`src/rtl/gmps_pkg.sv`:
```
// Shared types, constants and the neighbour merge function for the
// grid max-path score counter. No dependencies.
`timescale 1ns / 1ps

package gmps_pkg;

    localparam int MaxSide = 128;
    localparam int ColW    = $clog2(MaxSide);
    localparam int CfgW    = 8;
    localparam int ValW    = 4;
    localparam int ScoreW  = 12;
    localparam int CountW  = 30;

    localparam logic [CountW-1:0] CountMod = CountW'(1000000007);
    localparam logic [ScoreW-1:0] ScoreMax = '1;

    typedef struct packed {
        logic              reach;
        logic [ScoreW-1:0] score;
        logic [CountW-1:0] count;
    } t_cell;

    // cell held between the input register and the result logic
    typedef struct packed {
        logic            valid;
        logic            last_col;
        logic            last_row;
        logic            is_end;
        logic [ColW-1:0] col;
        logic [ValW-1:0] value;
        logic            blocked;
    } t_stage;

    // row store read request issued when a word is taken
    typedef struct packed {
        logic            accept;
        logic [ColW-1:0] col;
    } t_front;

    function automatic t_cell merge(input t_cell acc, input t_cell nb);
        t_cell         res;
        logic [CountW:0] s;
        res = acc;
        s   = {1'b0, acc.count} + {1'b0, nb.count};
        if (nb.reach) begin
            if (!acc.reach || (nb.score > acc.score)) begin
                res = nb;
            end else if (nb.score == acc.score) begin
                if (s >= {1'b0, CountMod}) begin
                    s = s - {1'b0, CountMod};
                end
                res.count = s[CountW-1:0];
            end
        end
        return res;
    endfunction

    // clamped side length minus one
    function automatic logic [ColW-1:0] side_m1(input logic [CfgW-1:0] v);
        logic [ColW-1:0] res;
        if (v < CfgW'(2)) begin
            res = ColW'(1);
        end else if (int'(v) > MaxSide) begin
            res = ColW'(MaxSide - 1);
        end else begin
            res = ColW'(v - CfgW'(1));
        end
        return res;
    endfunction

endpackage

```
`src/rtl/gmps_seq.sv`:
```
// Front end: grid size register, cell position counters and input register.
// Depends on gmps_pkg.
`timescale 1ns / 1ps

module gmps_seq (
    input  logic                          i_clk,
    input  logic                          i_rst_n,
    input  logic                          i_cfg_we,
    input  logic [gmps_pkg::CfgW-1:0]     i_cfg_wdata,
    input  logic                          i_valid,
    input  logic [gmps_pkg::ValW-1:0]     i_value,
    input  logic                          i_blocked,
    input  logic                          i_s1_fire,
    output logic                          o_ready,
    output gmps_pkg::t_front              o_front,
    output gmps_pkg::t_stage              o_stage
);

    logic [gmps_pkg::ColW-1:0] r_side_m1;
    logic [gmps_pkg::ColW-1:0] r_col;
    logic [gmps_pkg::ColW-1:0] r_row;
    gmps_pkg::t_stage          r_stage;
    logic                      accept;
    logic                      at_end;
    logic [gmps_pkg::ColW-1:0] n_side;

    assign o_ready = !r_stage.valid || i_s1_fire;
    assign accept  = i_valid && o_ready;
    assign at_end  = (r_row == '0) && (r_col == '0);
    assign n_side  = gmps_pkg::side_m1(i_cfg_wdata);

    assign o_front.accept = accept;
    assign o_front.col    = r_col;
    assign o_stage        = r_stage;

    always_ff @(posedge i_clk) begin
        if (!i_rst_n) begin
            r_side_m1     <= gmps_pkg::ColW'(1);
            r_col         <= gmps_pkg::ColW'(1);
            r_row         <= gmps_pkg::ColW'(1);
            r_stage.valid <= 1'b0;
        end else begin
            if (accept) begin
                r_stage.valid    <= 1'b1;
                r_stage.col      <= r_col;
                r_stage.last_col <= (r_col == r_side_m1);
                r_stage.last_row <= (r_row == r_side_m1);
                r_stage.is_end   <= at_end;
                r_stage.value    <= i_value;
                r_stage.blocked  <= i_blocked;
            end else if (i_s1_fire) begin
                r_stage.valid <= 1'b0;
            end

            if (i_cfg_we) begin
                r_side_m1 <= n_side;
                r_col     <= n_side;
                r_row     <= n_side;
            end else if (accept) begin
                if (at_end) begin
                    r_col <= r_side_m1;
                    r_row <= r_side_m1;
                end else if (r_col == '0) begin
                    r_col <= r_side_m1;
                    r_row <= r_row - gmps_pkg::ColW'(1);
                end else begin
                    r_col <= r_col - gmps_pkg::ColW'(1);
                end
            end
        end
    end

endmodule

```
`config.mk`:
```
export PLATFORM = sky130hd
export DESIGN_NAME = gmps_seq
export DESIGN_NICKNAME = d
export VERILOG_FILES = /design/src/rtl/gmps_pkg.sv /design/src/rtl/gmps_seq.sv
export SDC_FILE = /design/constraint.sdc
export NUM_CORES = 1
export LEC_CHECK = 0
export BUFFER_PORTS_ARGS = -buffer_cell sky130_fd_sc_hd__buf_2
export CELL_PAD_IN_SITES_DETAIL_PLACEMENT = 2
export CELL_PAD_IN_SITES_GLOBAL_PLACEMENT = 2
export CORE_MARGIN = 2
export CORE_UTILIZATION = 30
export CTS_BUF_LIST = sky130_fd_sc_hd__clkbuf_16
export DETAILED_ROUTE_END_ITERATION = 6
export GPL_TIMING_DRIVEN = 0
export HOLD_SLACK_MARGIN = 0.1
export PLACE_DENSITY = 0.72
export SLEW_MARGIN = 25
export SYNTH_ARGS = -nofsm -noshare
export SYNTH_HDL_FRONTEND = slang
export SYNTH_SLANG_ARGS = --single-unit
```
`constraint.sdc`:
```
create_clock -name i_clk -period 1.9 [get_ports i_clk]
set_input_delay 0.19 -clock i_clk [delete_from_list [all_inputs] [get_ports i_clk]]
set_output_delay 0.19 -clock i_clk [all_outputs]
set_load 0.01 [all_outputs]
```
# Word-level counts from Yosys, hierarchy flattened
# Index checks and enable logic that the tools add are counted.
# W data, S select, Z words.
[op_classes]
add_sub_neg = 3
n_lt_le_gt_ge = 2
eq_ne = 2
muxes = 12
reduce_logical = 11
[ops]
columns = ["cell", "n"]
rows = [
  ["$mux W7", 10],
  ["$sub A7 B1 Y7 const B", 3],
  ["$eq A7 B7 Y1", 2],
  ["$logic_not A7 Y1", 2],
  ["$gt A8 B8 Y1 const B", 1],
  ["$lt A8 B2 Y1 const B", 1],
  ["$reduce_and A2 Y1", 2],
  ["$reduce_bool A2 Y1", 2],
  ["$reduce_bool A3 Y1", 1],
  ["$logic_and A1 B1 Y1", 2],
  ["$mux W1", 2],
  ["$logic_not A1 Y1", 1],
  ["$logic_or A1 B1 Y1", 1],
]
[word_totals]
ff_bits = 37
in_bits = 18
output_inout_bits = 25
elab_cells = 40

# Logic depth before layout (Yosys ltp)
# Gate-level depths: netlist of run 1.
[depth]
word_depth = 5
ltp_mapped = 8
mapped_depth_nobuf = 7

# Worst setup path before layout of run 1
# No wires, ideal clock.
[synth_timing]
path_kind = "flip-flop to flip-flop"
from = "register r_col[3] (netlist bit)"
to = "register r_row[4] (netlist bit)"
setup_time_ps = 119
arrival_ps = 1743
t_required_ps = 1781
slack_ps = 39
stages_incl_launch_ff = 8
n_path_buf = 2
period_less_slack_ps = 1861
cell_sequence = "dfxtp_1 > clkbuf_1 > nor4_4 > nand2_1 > buf_2 > o21ai_2 > o21ai_1 > o221a_1"
[synth_between]
elab_chain_cells = 5
elab_cells_between_ends = 7
classes_between = "mux: 3; reduce/logical: 4"
[synth_lines]
columns = ["item", "line", "source"]
rows = [
  ["start: declaration", "gmps_seq.sv:20", "logic [gmps_pkg::ColW-1:0] r_col;"],
  ["start signal: assignment", "gmps_seq.sv:39", "r_col <= gmps_pkg::ColW'(1);"],
  ["start signal: assignment", "gmps_seq.sv:57", "r_col <= n_side;"],
  ["start signal: assignment", "gmps_seq.sv:61", "r_col <= r_side_m1;"],
  ["$logic_not A7 Y1 *", "gmps_seq.sv:29, gmps_seq.sv:63", ""],
  ["$logic_and A1 B1 Y1", "gmps_seq.sv:29", "assign at_end = (r_row == '0) && (r_col == '0);"],
  ["$mux W7", "gmps_seq.sv:60", "if (at_end) begin"],
  ["$mux W7", "gmps_seq.sv:59", "end else if (accept) begin"],
  ["$mux W7", "gmps_seq.sv:55", "if (i_cfg_we) begin"],
  ["end signal: assignment", "gmps_seq.sv:58", "r_row <= n_side;"],
  ["end signal: assignment", "gmps_seq.sv:62", "r_row <= r_side_m1;"],
  ["end signal: assignment", "gmps_seq.sv:65", "r_row <= r_row - gmps_pkg::ColW'(1);"],
  ["end: declaration", "gmps_seq.sv:21", "logic [gmps_pkg::ColW-1:0] r_row;"],
]
# Mark *: on every way between the ends. The rest lies on a longest branch, timed or not. The select of a mux whose other input is x is not followed.
# A chain may end at the register's enable or synchronous reset.

# Final worst setup path of run 1
[layout_timing]
from = "register r_col[1] (netlist bit)"
to = "register r_row[5] (netlist bit)"
# The elaborated chain is that of the path after synthesis.

==> results of run 1 <==
## repair_timing
item,in CTS,in global routing
hold endpoints to repair,5,0
endpoints found under the setup margin,13,14
setup buffers,3,2
pin swaps,2,3
resized for setup,9,15
cloned,0,1
hold buffers,5,0
## logic make-up after synthesis
logic type | share of synthesized area [%]
AO/OA/AOI/OAI | 21.1
XOR/XNOR | 10.5
adder cells (fa/ha/maj) | 3.01
buffers and inverters | 4.64
flip-flops | 42.9
multiplexers | 3.01
AND/OR/NAND/NOR | 14.9
## path summary, 6_finish.rpt
check                   startpoint  depth (start not counted)                       end
max          r_col[1]$_SDFFE_PN0P_                          8     r_row[5]$_SDFFE_PN0P_
min                        i_valid                          3  o_stage[15]$_SDFFE_PN0P_
max reg2reg  r_col[1]$_SDFFE_PN0P_                          8     r_row[5]$_SDFFE_PN0P_
min reg2reg  r_col[1]$_SDFFE_PN0P_                          0      o_stage[6]$_DFFE_PP_
## sequential cells by signal (all words and copies together) (netlist names)
register,flops
r_row,7
o_stage,16
r_side_m1,7
r_col,7
## report_power, final
| group | switching, uW | internal (uW) |
|---|---|---|
| registers | 82.5 | 886 |
| clock network | 306 | 476 |
| logic | 234 | 204 |
## per-layer routing
layer / part of all wire, % / GRT usage (%) / vias to the layer above
li1: - / - / 885
met1: 45 / 21.6 / 908
met2: 51 / 30.9 / 45
met3: 3.0 / 2.46 / 9
met4: 1.8 / 4.62 / 0
met5: 0 / 0 / -
## stage by stage
step	hold slack, ns	power (uW)	TNS (ns)	instance area (um2)	utilization (%)
after floorplan	0.289	1220	0	2080	-
after global placement	0.367	1350	-2.36	2380	35.3
after detailed placement	0.368	1370	-3.17	2380	35.3
after CTS	0.186	2180	0	2630	39.0
after global routing	0.230	2300	-0.0419	2700	40.0
final	0.194	2190	0	2700	40.0
## synth_stat cells, drive strengths merged, types with 2 or more instances
| cell type | count |
|---|---|
| nor3b | 4 |
| nor2b | 8 |
| a311oi | 3 |
| o41ai | 2 |
| or3 | 2 |
| dfxtp | 22 |
| o21ai | 12 |
| nand2 | 10 |
| or4 | 3 |
| clkinv | 2 |
| nor4 | 5 |
| xnor2 | 13 |
| nand2b | 2 |
| nor3 | 5 |
| buf | 3 |
| xor2 | 12 |
| mux2i | 4 |
| a31o | 2 |
| edfxtp | 15 |
| inv | 13 |
| o211ai | 4 |
| o221a | 10 |
| a21oi | 13 |
| mux2 | 2 |
| nand4 | 3 |
| a21boi | 2 |
| ha | 5 |
| clkbuf | 6 |
| a31oi | 4 |
| o21a | 5 |
| nor2 | 9 |
## final cells by class
type                       count  area (um2)  area share, %
multi-input combinational    148        1160           42.9
sequential                    37         897           33.2
timing repair buffer          52         305           11.3
clock buffer                   5         125           4.63
tap                           80         100           3.71
inverter                      15        57.6           2.13
buffer                         8        42.5           1.58
clock inverter                 3        13.8          0.510
## critical path, delay by kind of cell, from the launching register on
family | cells | cell delay, ns
adders and majority gates | 1 | 0.19
AOI/OAI and AO/OA | 2 | 0.46
and+or+nand+nor | 3 | 0.52
DFF | 1 | 0.35
buffers and inverters | 2 | 0.25
==> flow_summary_export.csv, run 1 <==
group,metric,value,unit
floorplan,dieWidth,87.2,um
grt,antenna_found_initial,0,
sta,slew_viol_final,0,
floorplan,core-area,0.00676,mm2
floorplan,initial_core_util,30.8,%
pwr,ir_drop,0.275,mV
synthesis,netlist_area,0.00208,mm2
detailed_routing,vias,1847,
synthesis,synth_edf_count,15,
layout,final_cell_mix,"buf_2 (43), dfxtp_1 (19), edfxtp_1 (15), inv_1 (13), xnor2_1 (13)",
sta,finalWorstSetupSlack,0.0246,ns
grt,gr-usage-all-layers,17.2,%
detailed_routing,drtAntennaViolNets,0,
sta,fmax,533,MHz
grt,grt_max_degree,16,
place,dp.cells,330,
detailed_routing,first_pass_iters,4,
worst_setup_path,critPathMaxStageDelay,0.35,ns
synthesis,synth_fp_nets,232,
cts,clock_sinks,37,
place,place_congestion,0.737,
sta,period_needed,1.88,ns
synthesis,synth_area_leaders,"edfxtp_1 (22%), dfxtp_1 (21%), xnor2_1 (5.5%), xor2_1 (5.1%), o221a_2 (3.3%)",
synthesis,synth_top_area_cell,"edfxtp_1",
detailed_routing,drc,0,
worst_setup_path,cp.arrival,2.04,ns
grt,grt_pass1_vias,1909,
worst_setup_path,cp.required,2.07,ns
pwr,p_leak,0.00113,uW
pwr,power.density,811,mW/mm2
synthesis,yosysUniqueCellTypes,43,
flow_run,drv_cap,0,
layout,area_delta_synth_final,29.9,%
worst_setup_path,slowest_stage,"dfxtp_2",
detailed_routing,wl_per_cell,18.5,um
synthesis,synth_top_area_share,21.7,%
cts,tritoncts,"done",
cts,ctsHtreeMaxLevel,2,
layout,drive_gt1_share,32.8,%
grt,grt.overflow.total,0,
worst_setup_path,regToRegSetupSlack,0.02,ns
synthesis,synth-seq-area-share,42.9,%
synthesis,ys_async_sr_fraction,0,%
cts,cts_root_buf,"clkbuf_16",
sta,setup_viol,0,
detailed_routing,routed_wl,6450,um
cts,path_clk_slew,0.05,ns
synthesis,synthFlopType,"dfxtp_1",
sta,relSlewSlack,53.3,%
sta,period_share,98.7,%
place,io_buffers,41,
floorplan,die_y,87.2,um
worst_setup_path,cp-start-kind,"flop",
synthesis,synth_cells,209,
grt,grt_pass1_wl,10100,um
layout,fin_nets,290,
floorplan,die-area,0.00761,mm2
cts,insertion_delay,0.28,ns
layout,fillers,750,
synthesis,yosysWarnings,0,
worst_hold_path,hp-class,"input port to flop",
detailed_routing,avgViaCountPerCell,5.31,
layout,final_common_cell,"buf_2",
sta,fin_skew,0.00428,ns
sta,hold_viol,0,
sta,worst_pin_slew,0.700,ns
detailed_routing,initialDrtViolationCount,50,
status,status,"finished clean",
worst_setup_path,endpoint_kind,"flop",
layout,final_cells,348,
worst_setup_path,crit_chain,"inv_1, ha_2, nor2b_4, nand2_2, buf_6, nor2_2, a31oi_1, o221a_2",
place,pre_cts_slack,-0.394,ns
synthesis,ys_seq_elements,37,
worst_setup_path,path_class,"flop to flop",
worst_setup_path,cp_max_fo,6,
cts,cts_buffers,5,
cts,clockBufferDepth,2,
floorplan,row_count,30,
synthesis,avgSynthCellArea,9.94,um2
layout,diodes,0,
place,hpwl,4540,um
floorplan,io_pins,43,
Note: power is estimated with default switching activity, not from simulation.
==> inputs of run 2 (changes only) <==
==> config.mk (replaced) <==
export PLATFORM = sky130hd
export DESIGN_NAME = gmps_seq
export DESIGN_NICKNAME = d
export VERILOG_FILES = /design/src/rtl/gmps_pkg.sv /design/src/rtl/gmps_seq.sv
export SDC_FILE = /design/constraint.sdc
export NUM_CORES = 1
export LEC_CHECK = 0
export BUFFER_PORTS_ARGS = -buffer_cell sky130_fd_sc_hd__clkbuf_2
export CORE_MARGIN = 2
export CORE_UTILIZATION = 49
export CTS_BUF_LIST = sky130_fd_sc_hd__clkbuf_16
export DETAILED_ROUTE_END_ITERATION = 6
export GPL_TIMING_DRIVEN = 0
export HOLD_SLACK_MARGIN = 0.1
export PLACE_DENSITY = 0.73
export SLEW_MARGIN = 25
export SYNTH_ARGS = -nofsm -noshare
export SYNTH_HDL_FRONTEND = slang
export SYNTH_SLANG_ARGS = --single-unit
==> flow_summary_export.csv, run 2 (synthesis gave the netlist of run 1 again) <==
group,metric,value,unit
status,status,"finished clean",
sta,period_share,94.9,%
worst_setup_path,regToRegSetupSlack,0.1,ns
sta,slew_viol_final,0,
layout,final_common_cell,"clkbuf_2",
worst_setup_path,rr_worst_depth,6,
worst_hold_path,hp-class,"input port to flop",
sta,worst_pin_slew,0.628,ns
cts,clock_sinks,37,
grt,globalRouteMet1Util,27.3,%
cts,tritoncts,"done",
place,place_congestion,0.819,
sta,period_needed,1.80,ns
floorplan,core-area,0.00403,mm2
layout,finalInstanceArea,0.00262,mm2
cts,cts_buffers,5,
grt,grt.overflow.total,0,
detailed_routing,avgViaCountPerCell,5.64,
floorplan,row_count,23,
floorplan,dieWidth,69.1,um
worst_setup_path,crit_chain,"nor4_4, buf_4, nand4_2, nor2_1, a211oi_1, o221a_1",
grt,antenna_found_initial,0,
sta,hold_viol,0,
floorplan,die_y,69.1,um
grt,grt_pass1_wl,8090,um
pwr,power.density,821,mW/mm2
layout,fin_nets,289,
layout,drive_gt1_share,29.6,%
detailed_routing,routed_wl,4950,um
pwr,p_leak,0.00112,uW
cts,cts_root_buf,"clkbuf_16",
worst_setup_path,reg2reg_from,"r_col[2]$_SDFFE_PN0P_",
worst_setup_path,path_class,"flop to flop",
worst_setup_path,endpoint_kind,"flop",
sta,fin_skew,0.00335,ns
grt,grt_util_met2,33.7,%
cts,insertion_delay,0.28,ns
layout,area_delta_synth_final,25.8,%
layout,fin_util,64.9,%
sta,relSlewSlack,58.1,%
place,io_buffers,41,
worst_hold_path,hold_depth,3,
grt,gr-max-usage-layer,"met2",
floorplan,die-area,0.00478,mm2
detailed_routing,vias,1788,
pwr,ir_drop,0.339,mV
cts,clockBufferDepth,2,
worst_setup_path,critPathMaxStageDelay,0.42,ns
worst_setup_path,cp.arrival,1.97,ns
layout,diodes,0,
worst_setup_path,cp-start-kind,"flop",
layout,largest_reg_flops,16,
flow_run,drv_cap,0,
detailed_routing,wl_per_cell,15.6,um
place,dpl-instance-area,0.00235,mm2
grt,gr-usage-all-layers,20.9,%
detailed_routing,first_pass_iters,4,
worst_setup_path,cp_max_fo,9,
sta,fmax,555,MHz
cts,ctsHtreeMaxLevel,2,
cts,path_clk_slew,0.05,ns
worst_setup_path,slowest_stage,"dfxtp_1",
worst_hold_path,min_to,"o_stage[15]$_SDFFE_PN0P_",
worst_hold_path,worst_hold_startpoint,"i_valid",
worst_setup_path,cp.required,2.07,ns
layout,final_cell_mix,"clkbuf_2 (41), dfxtp_1 (20), edfxtp_1 (15), inv_1 (14), xnor2_1 (13)",
detailed_routing,drc,0,
sta,setup_viol,0,
floorplan,io_pins,43,
grt,grt_use_met3,5.41,%
sta,rsz0062_at_grt,"yes",
worst_setup_path,worstReg2RegEnd,"r_row[4]$_SDFFE_PN0P_",
place,hpwl,3440,um
detailed_routing,drtAntennaViolNets,0,
grt,grt_pass1_vias,1691,
floorplan,initial_core_util,51.6,%
grt,grt_max_degree,16,
detailed_routing,initialDrtViolationCount,123,
==> run 2: how the worst max path moves through the flow <==
stage,start,endpoint,slack [ns],depth (start not counted)
2_1_floorplan,r_col[3]$_SDFFE_PN0P_,r_row[4]$_SDFFE_PN0P_,0.04,7
3_3_place_gp,r_col[3]$_SDFFE_PN0P_,r_row[4]$_SDFFE_PN0P_,-0.29,7
6_report,r_col[2]$_SDFFE_PN0P_,r_row[4]$_SDFFE_PN0P_,0.1,6
5_1_grt,r_col[2]$_SDFFE_PN0P_,r_row[3]$_SDFFE_PN0P_,-0.008,6
3_5_place_dp,r_col[3]$_SDFFE_PN0P_,r_row[4]$_SDFFE_PN0P_,-0.25,7
4_1_cts,r_col[0]$_SDFFE_PN1P_,r_row[5]$_SDFFE_PN0P_,0.04,8
==> run 2: power breakdown <==
group	switching, uW	internal, uW	leakage (uW)
Clock	303	475	0.0000748
Combinational	217	194	0.000724
Sequential	72.9	885	0.000326
==> run 2: stage by stage <==
step                setup slack (ns)  hold slack [ns]  power (uW)  instances  setup TNS, ns
finish                        0.0972            0.169        2150        317              0
global route                -0.00805            0.225        2240        317       -0.00869
global placement              -0.285            0.367        1340        300          -1.09
floorplan                     0.0388            0.289        1220        209              0
detailed placement            -0.253            0.369        1340        300          -1.24
CTS                           0.0448            0.160        2140        317              0
==> run 2: routing by layer <==
layer,vias up,part of all wire [%]
met2,57,47
met3,6,5.8
met4,0,1.2
li1,892,-
met5,-,0
met1,833,46
==> run 2: worst max-delay path: cells and delay by family, from the launching register on <==
family / cells / cell delay (ns)
buffers and inverters: 1 / 0.19
DFF: 1 / 0.42
AOI/OAI and AO/OA: 2 / 0.32
and+or+nand+nor: 3 / 0.77
==> run 2: area by class of cell <==
| cell class | instances | area, um2 |
|---|---|---|
| clock buffer | 5 | 125 |
| fill | 339 | 1410 |
| buffer | 9 | 46.3 |
| tap | 50 | 62.6 |
| inverter | 15 | 60.1 |
| multi-input combinational | 148 | 1130 |
| clock inverter | 3 | 13.8 |
| timing repair buffer | 50 | 285 |
| sequential | 37 | 896 |
==> run 2: timing repair <==
item	4_1_cts	5_1_grt
hold buffers	5	0
hold endpoints to repair	5	0
pin swaps	2	1
buffers inserted	4	0
gates resized for setup	9	6
endpoints found under the setup margin	12	8
